==> config.mk <==
export PLATFORM = sky130hd
export DESIGN_NAME = btpd_ctrl
export DESIGN_NICKNAME = d
export VERILOG_FILES = /design/src/assert_macros.svh /design/src/btpd_pkg.sv /design/src/btpd_ctrl.sv
export SDC_FILE = /design/constraint.sdc
export NUM_CORES = 1
export LEC_CHECK = 0
export BUFFER_PORTS_ARGS = -buffer_cell sky130_fd_sc_hd__buf_2
export CAP_MARGIN = 20
export CORE_AREA = 2 2 43 45
export CTS_CLUSTER_SIZE = 24
export DETAILED_ROUTE_END_ITERATION = 8
export DIE_AREA = 0 0 45 47
export PLACE_DENSITY = 0.74
export SETUP_SLACK_MARGIN = 0.15
export SLEW_MARGIN = 20
export SYNTH_ARGS = -nofsm -noshare
export SYNTH_HDL_FRONTEND = slang
export SYNTH_SLANG_ARGS = --single-unit
==> constraint.sdc <==
create_clock -name clk -period 5.1 [get_ports clk]
set_clock_uncertainty 0.15 [all_clocks]
set_input_delay 1.02 -clock clk [delete_from_list [all_inputs] [get_ports clk]]
set_output_delay 1.02 -clock clk [all_outputs]
set_load 0.05 [all_outputs]
==> src/assert_macros.svh <==
// Assertion helper macros
`ifndef ASSERT_MACROS_SVH
`define ASSERT_MACROS_SVH
// implication checked every clock, off during reset
`define ASSERT_IMPL(label, clk_s, rst_n_s, ante, cons, msg) \
	label: assert property (@(posedge clk_s) disable iff (!rst_n_s) (ante) |-> (cons)) \
		else $error(msg);
// next-cycle implication
`define ASSERT_NEXT(label, clk_s, rst_n_s, ante, cons, msg) \
	label: assert property (@(posedge clk_s) disable iff (!rst_n_s) (ante) |=> (cons)) \
		else $error(msg);
`endif

==> src/btpd_pkg.sv <==
// ---------------------------------------------------------------------------
// btpd_pkg
// Types, constants and tables of the tilt balance controller.
// ---------------------------------------------------------------------------
package btpd_pkg;
	localparam int CORDIC_STEPS = 16;
	localparam int DUTY_BITS    = 10;
	localparam int TABLE_LEN    = 24;
	localparam int STEP_CNT_W   = 5;

	localparam logic [DUTY_BITS-1:0] DUTY_MAX = {DUTY_BITS{1'b1}};
	localparam logic signed [39:0] HALF_PI_U20 = 40'sd1647100;
	localparam logic [2:0] REG_TAU = 3'd0;
	localparam logic [2:0] REG_CNEW = 3'd1;
	localparam logic [2:0] REG_COLD = 3'd2;
	localparam logic [2:0] REG_KP = 3'd3;
	localparam logic [2:0] REG_KD = 3'd4;
	localparam logic [2:0] REG_FRIC = 3'd5;
	localparam logic [2:0] REG_TGT = 3'd6;

	typedef enum logic [3:0] {
		ST_IDLE, ST_PREP, ST_CORDIC, ST_ROUND, ST_LP_G1, ST_LP_G2, ST_LP_W1, ST_LP_W2,
		ST_TILT, ST_CMD1, ST_CMD2, ST_CMD3, ST_DUTY, ST_OUT
	} state_t;

	typedef enum logic [3:0] {
		OP_NONE, OP_LOAD, OP_ITER, OP_ROUND, OP_LPG1, OP_LPG2, OP_LPW1, OP_LPW2,
		OP_TILT, OP_CMD1, OP_CMD2, OP_CMD3, OP_DUTY
	} op_t;

	typedef struct packed {
		op_t                   op;
		logic [STEP_CNT_W-1:0] step;
	} dp_cmd_t;

	typedef struct packed {
		logic [9:0]         tau_ms;
		logic [15:0]        coef_new;
		logic [15:0]        coef_old;
		logic [15:0]        gain_p;
		logic [15:0]        gain_d;
		logic [11:0]        friction_offset;
		logic signed [15:0] target_angle;
	} cfg_t;

	function automatic logic signed [39:0] atan_entry(input logic [STEP_CNT_W-1:0] i);
		logic signed [39:0] r;
		unique case (i)
			5'd0: r = 40'sd823550;  5'd1: r = 40'sd486170;  5'd2: r = 40'sd256879;
			5'd3: r = 40'sd130396;  5'd4: r = 40'sd65451;   5'd5: r = 40'sd32757;
			5'd6: r = 40'sd16383;   5'd7: r = 40'sd8192;    5'd8: r = 40'sd4096;
			5'd9: r = 40'sd2048;    5'd10: r = 40'sd1024;   5'd11: r = 40'sd512;
			5'd12: r = 40'sd256;    5'd13: r = 40'sd128;    5'd14: r = 40'sd64;
			5'd15: r = 40'sd32;     5'd16: r = 40'sd16;     5'd17: r = 40'sd8;
			5'd18: r = 40'sd4;      5'd19: r = 40'sd2;      5'd20: r = 40'sd1;
			5'd21: r = 40'sd1;
			default: r = 40'sd0;
		endcase
		return r;
	endfunction
endpackage

==> src/btpd_ctrl.sv <==
// ---------------------------------------------------------------------------
// btpd_ctrl
// Sequencer: issues the datapath operations for one sample at a time.
// ---------------------------------------------------------------------------
module btpd_ctrl (
	input  logic              clk,
	input  logic              arst_n,
	input  logic              in_valid,
	output logic              in_ready,
	output logic              out_valid,
	input  logic              out_ready,
	output btpd_pkg::dp_cmd_t cmd
);
	import btpd_pkg::*;

	state_t                state_q, state_d;
	logic [STEP_CNT_W-1:0] step_q, step_d;

	always_ff @(posedge clk or negedge arst_n) begin
		if (!arst_n) begin
			state_q <= ST_IDLE;
			step_q  <= '0;
		end else begin
			state_q <= state_d;
			step_q  <= step_d;
		end
	end

	always_comb begin
		state_d   = state_q;
		step_d    = step_q;
		in_ready  = 1'b0;
		out_valid = 1'b0;
		cmd.op    = OP_NONE;
		cmd.step  = step_q;
		unique case (state_q)
			ST_IDLE: begin
				in_ready = 1'b1;
				if (in_valid) begin
					cmd.op  = OP_LOAD;
					state_d = ST_PREP;
				end
			end
			ST_PREP: begin
				step_d  = '0;
				state_d = ST_CORDIC;
			end
			ST_CORDIC: begin
				cmd.op = OP_ITER;
				step_d = step_q + 1'b1;
				if (step_q == STEP_CNT_W'(CORDIC_STEPS - 1)) state_d = ST_ROUND;
			end
			ST_ROUND: begin cmd.op = OP_ROUND; state_d = ST_LP_G1; end
			ST_LP_G1: begin cmd.op = OP_LPG1; state_d = ST_LP_G2; end
			ST_LP_G2: begin cmd.op = OP_LPG2; state_d = ST_LP_W1; end
			ST_LP_W1: begin cmd.op = OP_LPW1; state_d = ST_LP_W2; end
			ST_LP_W2: begin cmd.op = OP_LPW2; state_d = ST_TILT; end
			ST_TILT:  begin cmd.op = OP_TILT; state_d = ST_CMD1; end
			ST_CMD1:  begin cmd.op = OP_CMD1; state_d = ST_CMD2; end
			ST_CMD2:  begin cmd.op = OP_CMD2; state_d = ST_CMD3; end
			ST_CMD3:  begin cmd.op = OP_CMD3; state_d = ST_DUTY; end
			ST_DUTY:  begin cmd.op = OP_DUTY; state_d = ST_OUT; end
			ST_OUT: begin
				out_valid = 1'b1;
				in_ready  = out_ready;
				if (out_ready) begin
					if (in_valid) begin
						cmd.op  = OP_LOAD;
						state_d = ST_PREP;
					end else begin
						state_d = ST_IDLE;
					end
				end
			end
			default: state_d = ST_IDLE;
		endcase
	end
endmodule

==> results.cfg, run 1 <==
[outcome]
status = finished, final reports clean

[die]
dieHeight_um = 47
core_um2 = 1650
initial_utilization = 0.415
row_count = 15
die_area_um2 = 2120
io_pins = 15
chipWidth_um = 45

[cts]
cts_hold_buf = 0
cts_root_buf = clkbuf_4
clock_sinks = 9
cts_max_path_buffers = 2
numCtsBuffers = 3
post_cts_resized = 0
worst_skew_pair.late_latency_ps = 270
tritoncts = built
htreeDepth = 1
cts_setup_buffers = 0
clk_pin_slew_ps = 70

[sta]
rsz0062_at_grt = no
setup_slack_ps = 2140
setup_viol = 0
fin_crit_ps = 2960
setup_tns_ps = 0
slew_viol_final = 0
whs_ps = 409
max_freq_mhz = 338
min_period_over_period = 0.580
slew_headroom = 0.582
finalHoldViolCount = 0
worst_pin_slew_ps = 627

[synth]
synth.top_cell.area_share = 0.328
postSynthNetCount = 83
synth_cell_types = 33
yosys_register_bits = 9
synth-edff-count = 0
yosys-top-cells-area = dfrtp_1, a21oi_1, buf_4
yosysMostFrequentCell = dfrtp_1
postSynthCellCount = 77
syn-cell-area_um2 = 686
ys_warn_count = 0
synth_top_area_cell = dfrtp_1
avgSynthCellArea_um2 = 8.90
synth_common_cells = dfrtp_1, a21oi_1, nor2_1
ys.flop_type = dfrtp_1
synth_seq_area_share = 0.328
async_reset_ff_frac = 1.00

[min_path]
holdCritPathClass = reg2reg
holdPathStages = 1

[worst_setup_path]
r2r-start = step_q[0]
slowest_stage = dfrtp_1
worstSetupStartpoint = state_q[0]
setup.worst_path.class = reg2out
cp.required_ps = 3930
rr_worst_depth = 6
crit_fanout = 19
crit_chain = nor3_2, a31oi_1, o2bb2ai_1, buf_2
cp.arrival_ps = 1790
critPathTopFamily = flip-flops
critPathLaunchType = flip-flop
crit_path_end = cmd[5]
reg2reg_slack_ps = 3290
rr_endpoint = step_q[4]
endpoint_kind = primary output
cpPeakStageDelay_ps = 610
crit_buf_inv = 1
crit_cells = 4

[route]
via_per_inst = 6.01
antenna_left = 0
wl_per_cell_um = 14.4
drt_iter0_drc = 23
first_pass_iters = 5
wirelength_um = 1510
drcViolationCount = 0
vias = 631

[final_layout]
nets = 95
area_growth_pct = 8.76
drive_gt1_frac = 0.261
diodes = 0

[flow_run]
cap_violations = 0

[global_routing]
grt.overflow.total = 0
grt_usage = 0.164
antenna_found_initial = 0
grt_pass1_wl_um = 2440
grt_max_degree = 20
grt_pass1_vias = 523

[place]
gp_congestion = 0.812
place_ws_ps = 2260
portBuffers = 14
hpwl_um = 1010
worst register-to-register path, delay by kind of cell, from the launching register on:
kind / cells / cell delay (ps)
adders and majority gates: 2 / 550
DFF: 1 / 440
AOI/OAI and AO/OA: 2 / 180
and+or+nand+nor: 2 / 420
layout make-up:
| class | instances | area [um2] |
|---|---|---|
| well taps | 17 | 21.3 |
| multi-input cells | 58 | 392 |
| fillers | 168 | 906 |
| flip-flops and latches | 9 | 225 |
| inverters | 3 | 11.3 |
| repair buffers | 14 | 70.1 |
| clock buffers | 4 | 26.3 |
cell families after synthesis:
kind of cell	after synthesis	synth area share
and+or+nand+nor	26	0.232
buffers and inverters	10	0.100
AOI/OAI and AO/OA	30	0.303
adders and majority gates	2	0.0365
DFF	9	0.328
worst min path at each step:
stage / startpoint / end / slack [ps]
global placement: step_q[4] / step_q[4] / 400
detailed placement: step_q[4] / step_q[4] / 400
floorplan: state_q[1] / state_q[3] / 480
global route: arst_n / step_q[2] / 440
finish: step_q[4] / step_q[4] / 410
CTS: step_q[4] / step_q[4] / 410
cell usage in the layout, fill, tap and decap left out, types with 2 or more instances in the layout:
cell       netlist  final
nand2b_1         3      3
nor2b_1          2      2
nor2_1           6      6
a22oi_1          2      2
buf_2            1     14
o2bb2ai_1        3      3
nand2_1          5      5
o31ai_1          2      2
inv_1            3      3
ha_1             2      2
clkbuf_4         0      3
dfrtp_1          9      9
o21ai_0          5      5
a21oi_1          6      6
nor3_1           3      3
a31oi_1          3      3
layer usage:
layer / vias to the layer above / share of wire / global-route usage
met1: 303 / 0.47 / 0.216
met3: 2 / 0.066 / 0.0731
li1: 308 / - / -
met4: 0 / 0.0046 / 0.0529
met2: 18 / 0.46 / 0.240
met5: - / 0 / 0
metrics by stage:
stage                     cell area (um2)  instances  utilization
after floorplan                       686         77            -
after global placement                719        101        0.436
after detailed placement              719        101        0.436
after CTS                             746        105        0.452
after global routing                  746        105        0.452
final                                 746        105        0.452
state kept, by name (all words and copies together), names as in the netlist:
register  count
step_q        5
state_q       4
Power of run 1 is left out: the tool's default activity adds up to more than one toggle a clock period on the data nets, which glitch-free logic cannot reach.
==> inputs of run 2 (changes only) <==
--- a/config.mk
+++ b/config.mk
@@ -11,7 +11,7 @@
 export CTS_CLUSTER_SIZE = 24
 export DETAILED_ROUTE_END_ITERATION = 8
 export DIE_AREA = 0 0 45 47
-export PLACE_DENSITY = 0.74
+export PLACE_DENSITY = 0.77
 export SETUP_SLACK_MARGIN = 0.15
 export SLEW_MARGIN = 20
 export SYNTH_ARGS = -nofsm -noshare
==> constraint.sdc (replaced) <==
create_clock -name clk -period 2.45 [get_ports clk]
set_clock_uncertainty 0.15 [all_clocks]
set_input_delay 0.49 -clock clk [delete_from_list [all_inputs] [get_ports clk]]
set_output_delay 0.49 -clock clk [all_outputs]
set_load 0.05 [all_outputs]
==> results.cfg, run 2 (same netlist as run 1, synthesis figures left out) <==
[sta]
slew_headroom = 0.695
fin_crit_ps = 2230
setup_viol = 0
max_freq_mhz = 448
rsz0062_at_grt = yes
worst_pin_slew_ps = 457
min_period_over_period = 0.912
setup_tns_ps = 0
finalHoldViolCount = 0
slew_viol_final = 0

[worst_setup_path]
slowest_stage = dfrtp_1
setup.worst_path.class = reg2out
cpPeakStageDelay_ps = 620
crit_buf_inv = 2
critPathTopFamily = flip-flops
cp.arrival_ps = 1590
crit_chain = buf_4, nand2b_1, nor2_1, buf_2
r2r-start = step_q[0]
rr_worst_depth = 6
critPathLaunchType = flip-flop
endpoint_kind = primary output
rr_endpoint = step_q[4]
crit_fanout = 12
cp.required_ps = 1810
reg2reg_slack_ps = 610

[min_path]
holdCritPathClass = reg2reg
worstHoldStart = step_q[4]
hold_end = step_q[4]
holdPathStages = 1

[route]
antenna_left = 0
drcViolationCount = 0
wl_per_cell_um = 14.5
wirelength_um = 1580
vias = 662
via_per_inst = 6.07
drt_iter0_drc = 20
first_pass_iters = 4

[die]
io_pins = 15
row_count = 15
dieHeight_um = 47
die_area_um2 = 2120
chipWidth_um = 45
core_um2 = 1650
initial_utilization = 0.415

[final_layout]
final_common_cell = buf_2
largest_reg_flops = 5
area_growth_pct = 14.8
reg.largest.list = step_q: 5 flops, state_q: 4 flops
final_cell_mix = buf_2, dfrtp_1, nor2_1, a21oi_1
final_area_um2 = 787
largest-register = step_q
drive_gt1_frac = 0.304
diodes = 0
nets = 99

[cts]
numCtsBuffers = 3
cts_max_path_buffers = 2
htreeDepth = 1
clk_pin_slew_ps = 60
clock_sinks = 9
tritoncts = built
worst_skew_pair.late_latency_ps = 260
cts_root_buf = clkbuf_4

[global_routing]
grt_max_degree = 18
grt.overflow.total = 0
antenna_found_initial = 0
grt_pass1_vias = 527
grt_pass1_wl_um = 2520
grt_usage = 0.174

[outcome]
status = finished, final reports clean

[place]
placed_area_um2 = 742
portBuffers = 14
gp_congestion = 0.874
hpwl_um = 1100

[flow_run]
cap_violations = 0
-- run 2: worst max-delay path by stage --
stage / end / slack [ps] / cells past startpoint / from
6_report: out_valid / 220 / 4 / state_q[0]
5_1_grt: out_valid / 140 / 4 / state_q[0]
4_1_cts: cmd[5] / 190 / 4 / state_q[0]
3_5_place_dp: cmd[5] / 480 / 4 / state_q[0]
3_3_place_gp: cmd[5] / 510 / 4 / state_q[0]
2_1_floorplan: cmd[7] / 220 / 3 / state_q[0]
-- run 2: final cells by class --
type	count	area, um2
Clock buffer	4	26.3
Fill cell	168	865
Inverter	3	11.3
Multi-Input combinational cell	58	398
Sequential cell	9	228
Tap cell	17	21.3
Timing Repair Buffer	18	103
-- run 2: routing by layer --
layer  vias up  share of wire  global-route usage
met4         0          0.011               0.106
met5         -              0                   0
li1        315              -                   -
met1       317           0.45               0.230
met3         2          0.056              0.0500
met2        28           0.49               0.251
-- run 2: through the flow --
stage / hold WS, ps / util / worst slack (ps) / cells
global route: 452 / 0.477 / 139 / 109
floorplan: 44.4 / - / 223 / 77
detailed placement: 205 / 0.449 / 481 / 104
global placement: 204 / 0.449 / 507 / 104
finish: 424 / 0.477 / 217 / 109
CTS: 434 / 0.471 / 191 / 109
-- run 2: repair_timing --
item	4_1_cts	5_1_grt
endpoints found under the hold margin	9	0
setup buffers	0	0
endpoints found under the setup margin	0	4
hold buffers	1	0
gates resized for setup	0	3
Power of run 2 is left out for the same reason.
==> inputs of run 3 (changes only) <==
--- a/config.mk
+++ b/config.mk
@@ -7,11 +7,11 @@
 export LEC_CHECK = 0
 export BUFFER_PORTS_ARGS = -buffer_cell sky130_fd_sc_hd__buf_2
 export CAP_MARGIN = 20
-export CORE_AREA = 2 2 43 45
+export CORE_AREA = 2 2 42 44
 export CTS_CLUSTER_SIZE = 24
 export DETAILED_ROUTE_END_ITERATION = 8
-export DIE_AREA = 0 0 45 47
-export PLACE_DENSITY = 0.77
+export DIE_AREA = 0 0 44 46
+export PLACE_DENSITY = 0.79
 export SETUP_SLACK_MARGIN = 0.15
 export SLEW_MARGIN = 20
 export SYNTH_ARGS = -nofsm -noshare
==> results.cfg, run 3 (same netlist as run 1, synthesis figures left out) <==
[outcome]
status = finished, final reports clean

[worst_setup_path]
endpoint_kind = primary output
crit_path_end = in_ready
rr_worst_depth = 6
critPathLaunchType = flip-flop
r2r-start = step_q[0]
reg2reg_slack_ps = 590
crit_fanout = 17
worstSetupStartpoint = state_q[2]
cp.required_ps = 1810
cp.arrival_ps = 1560
rr_endpoint = step_q[4]
setup.worst_path.class = reg2out

[final_layout]
final_area_um2 = 781
reg.largest.list = step_q: 5 flops, state_q: 4 flops
nets = 98
diodes = 0
final_common_cell = buf_2
largest_reg_flops = 5
fin_util = 0.484
final_cell_mix = buf_2, nor2_1, a21oi_1, dfrtp_1
drive_gt1_frac = 0.308
area_growth_pct = 13.9
largest-register = step_q
fillers = 151

[sta]
setup_tns_ps = 0
worst_pin_slew_ps = 353
rsz0062_at_grt = no
max_freq_mhz = 455
min_period_over_period = 0.898
slew_headroom = 0.765
slew_viol_final = 0
finalHoldViolCount = 0
setup_viol = 0
fin_crit_ps = 2200

[die]
die_area_um2 = 2020
chipWidth_um = 44
core_um2 = 1610
initial_utilization = 0.425
io_pins = 15
dieHeight_um = 46
row_count = 15

[route]
wl_per_cell_um = 13.8
antenna_left = 0
first_pass_iters = 5
via_per_inst = 5.78
drcViolationCount = 0
drt_iter0_drc = 35
wirelength_um = 1490
vias = 624

[global_routing]
grt_pass1_vias = 503
grt_pass1_wl_um = 2320
grt_usage = 0.164
grt.overflow.total = 0
antenna_found_initial = 0
grt_max_degree = 18

[cts]
tritoncts = built
worst_skew_pair.late_latency_ps = 270
cts_max_path_buffers = 2
cts_root_buf = clkbuf_4
numCtsBuffers = 3
clk_pin_slew_ps = 60
htreeDepth = 1
cts_setup_buffers = 0
clock_sinks = 9

[place]
placed_area_um2 = 734
portBuffers = 14
gp_congestion = 0.812
hpwl_um = 1040

[flow_run]
cap_violations = 0

[min_path]
holdCritPathClass = reg2reg
run 3: cell types whose count changed in the layout (fill, tap and decap cells not counted), sizes merged:
| cell | change |
|---|---|
| buf | -1 |
run 3: what timing repair did:
item | CTS | global route
endpoints found under the hold margin | 9 | 0
hold buffers | 1 | 0
gates resized for setup | 2 | 2
setup endpoints to repair | 2 | 3
run 3: how the worst min path moves through the flow:
stage / start / end / cells past startpoint
after global routing: in_valid / state_q[0] / 3
final: step_q[4] / step_q[4] / 1
after global placement: arst_n / step_q[1] / 1
after CTS: step_q[3] / step_q[3] / 2
after detailed placement: arst_n / step_q[3] / 1
after floorplan: arst_n / state_q[0] / 0
run 3: final cells by class:
type	count	area, um2	area share
clock buffer	4	26.3	0.0337
inverter	3	11.3	0.0144
multi-input combinational	58	398	0.510
sequential	9	229	0.293
tap	17	21.3	0.0272
timing repair buffer	17	95.1	0.122
run 3: metrics by stage:
step	hold WS, ps	worst slack, ps	cells
2_1_floorplan	44.4	223	77
3_3_place_gp	203	425	103
3_5_place_dp	206	393	103
4_1_cts	428	197	108
5_1_grt	442	152	108
6_report	423	250	108
run 3: worst max-delay path, cell delays in order (launching register included):
cell and delay (ps):
dfrtp_2 570, and2_1 250, a31oi_1 100, nor2_1 100, buf_2 270
run 3: metal layers:
layer,share of wire,vias to the layer above,track usage
met5,0,-,0
met4,0.028,0,0.109
met3,0.036,5,0.0476
met2,0.47,12,0.226
met1,0.47,294,0.219
li1,-,313,-
Power of run 3 is left out for the same reason.
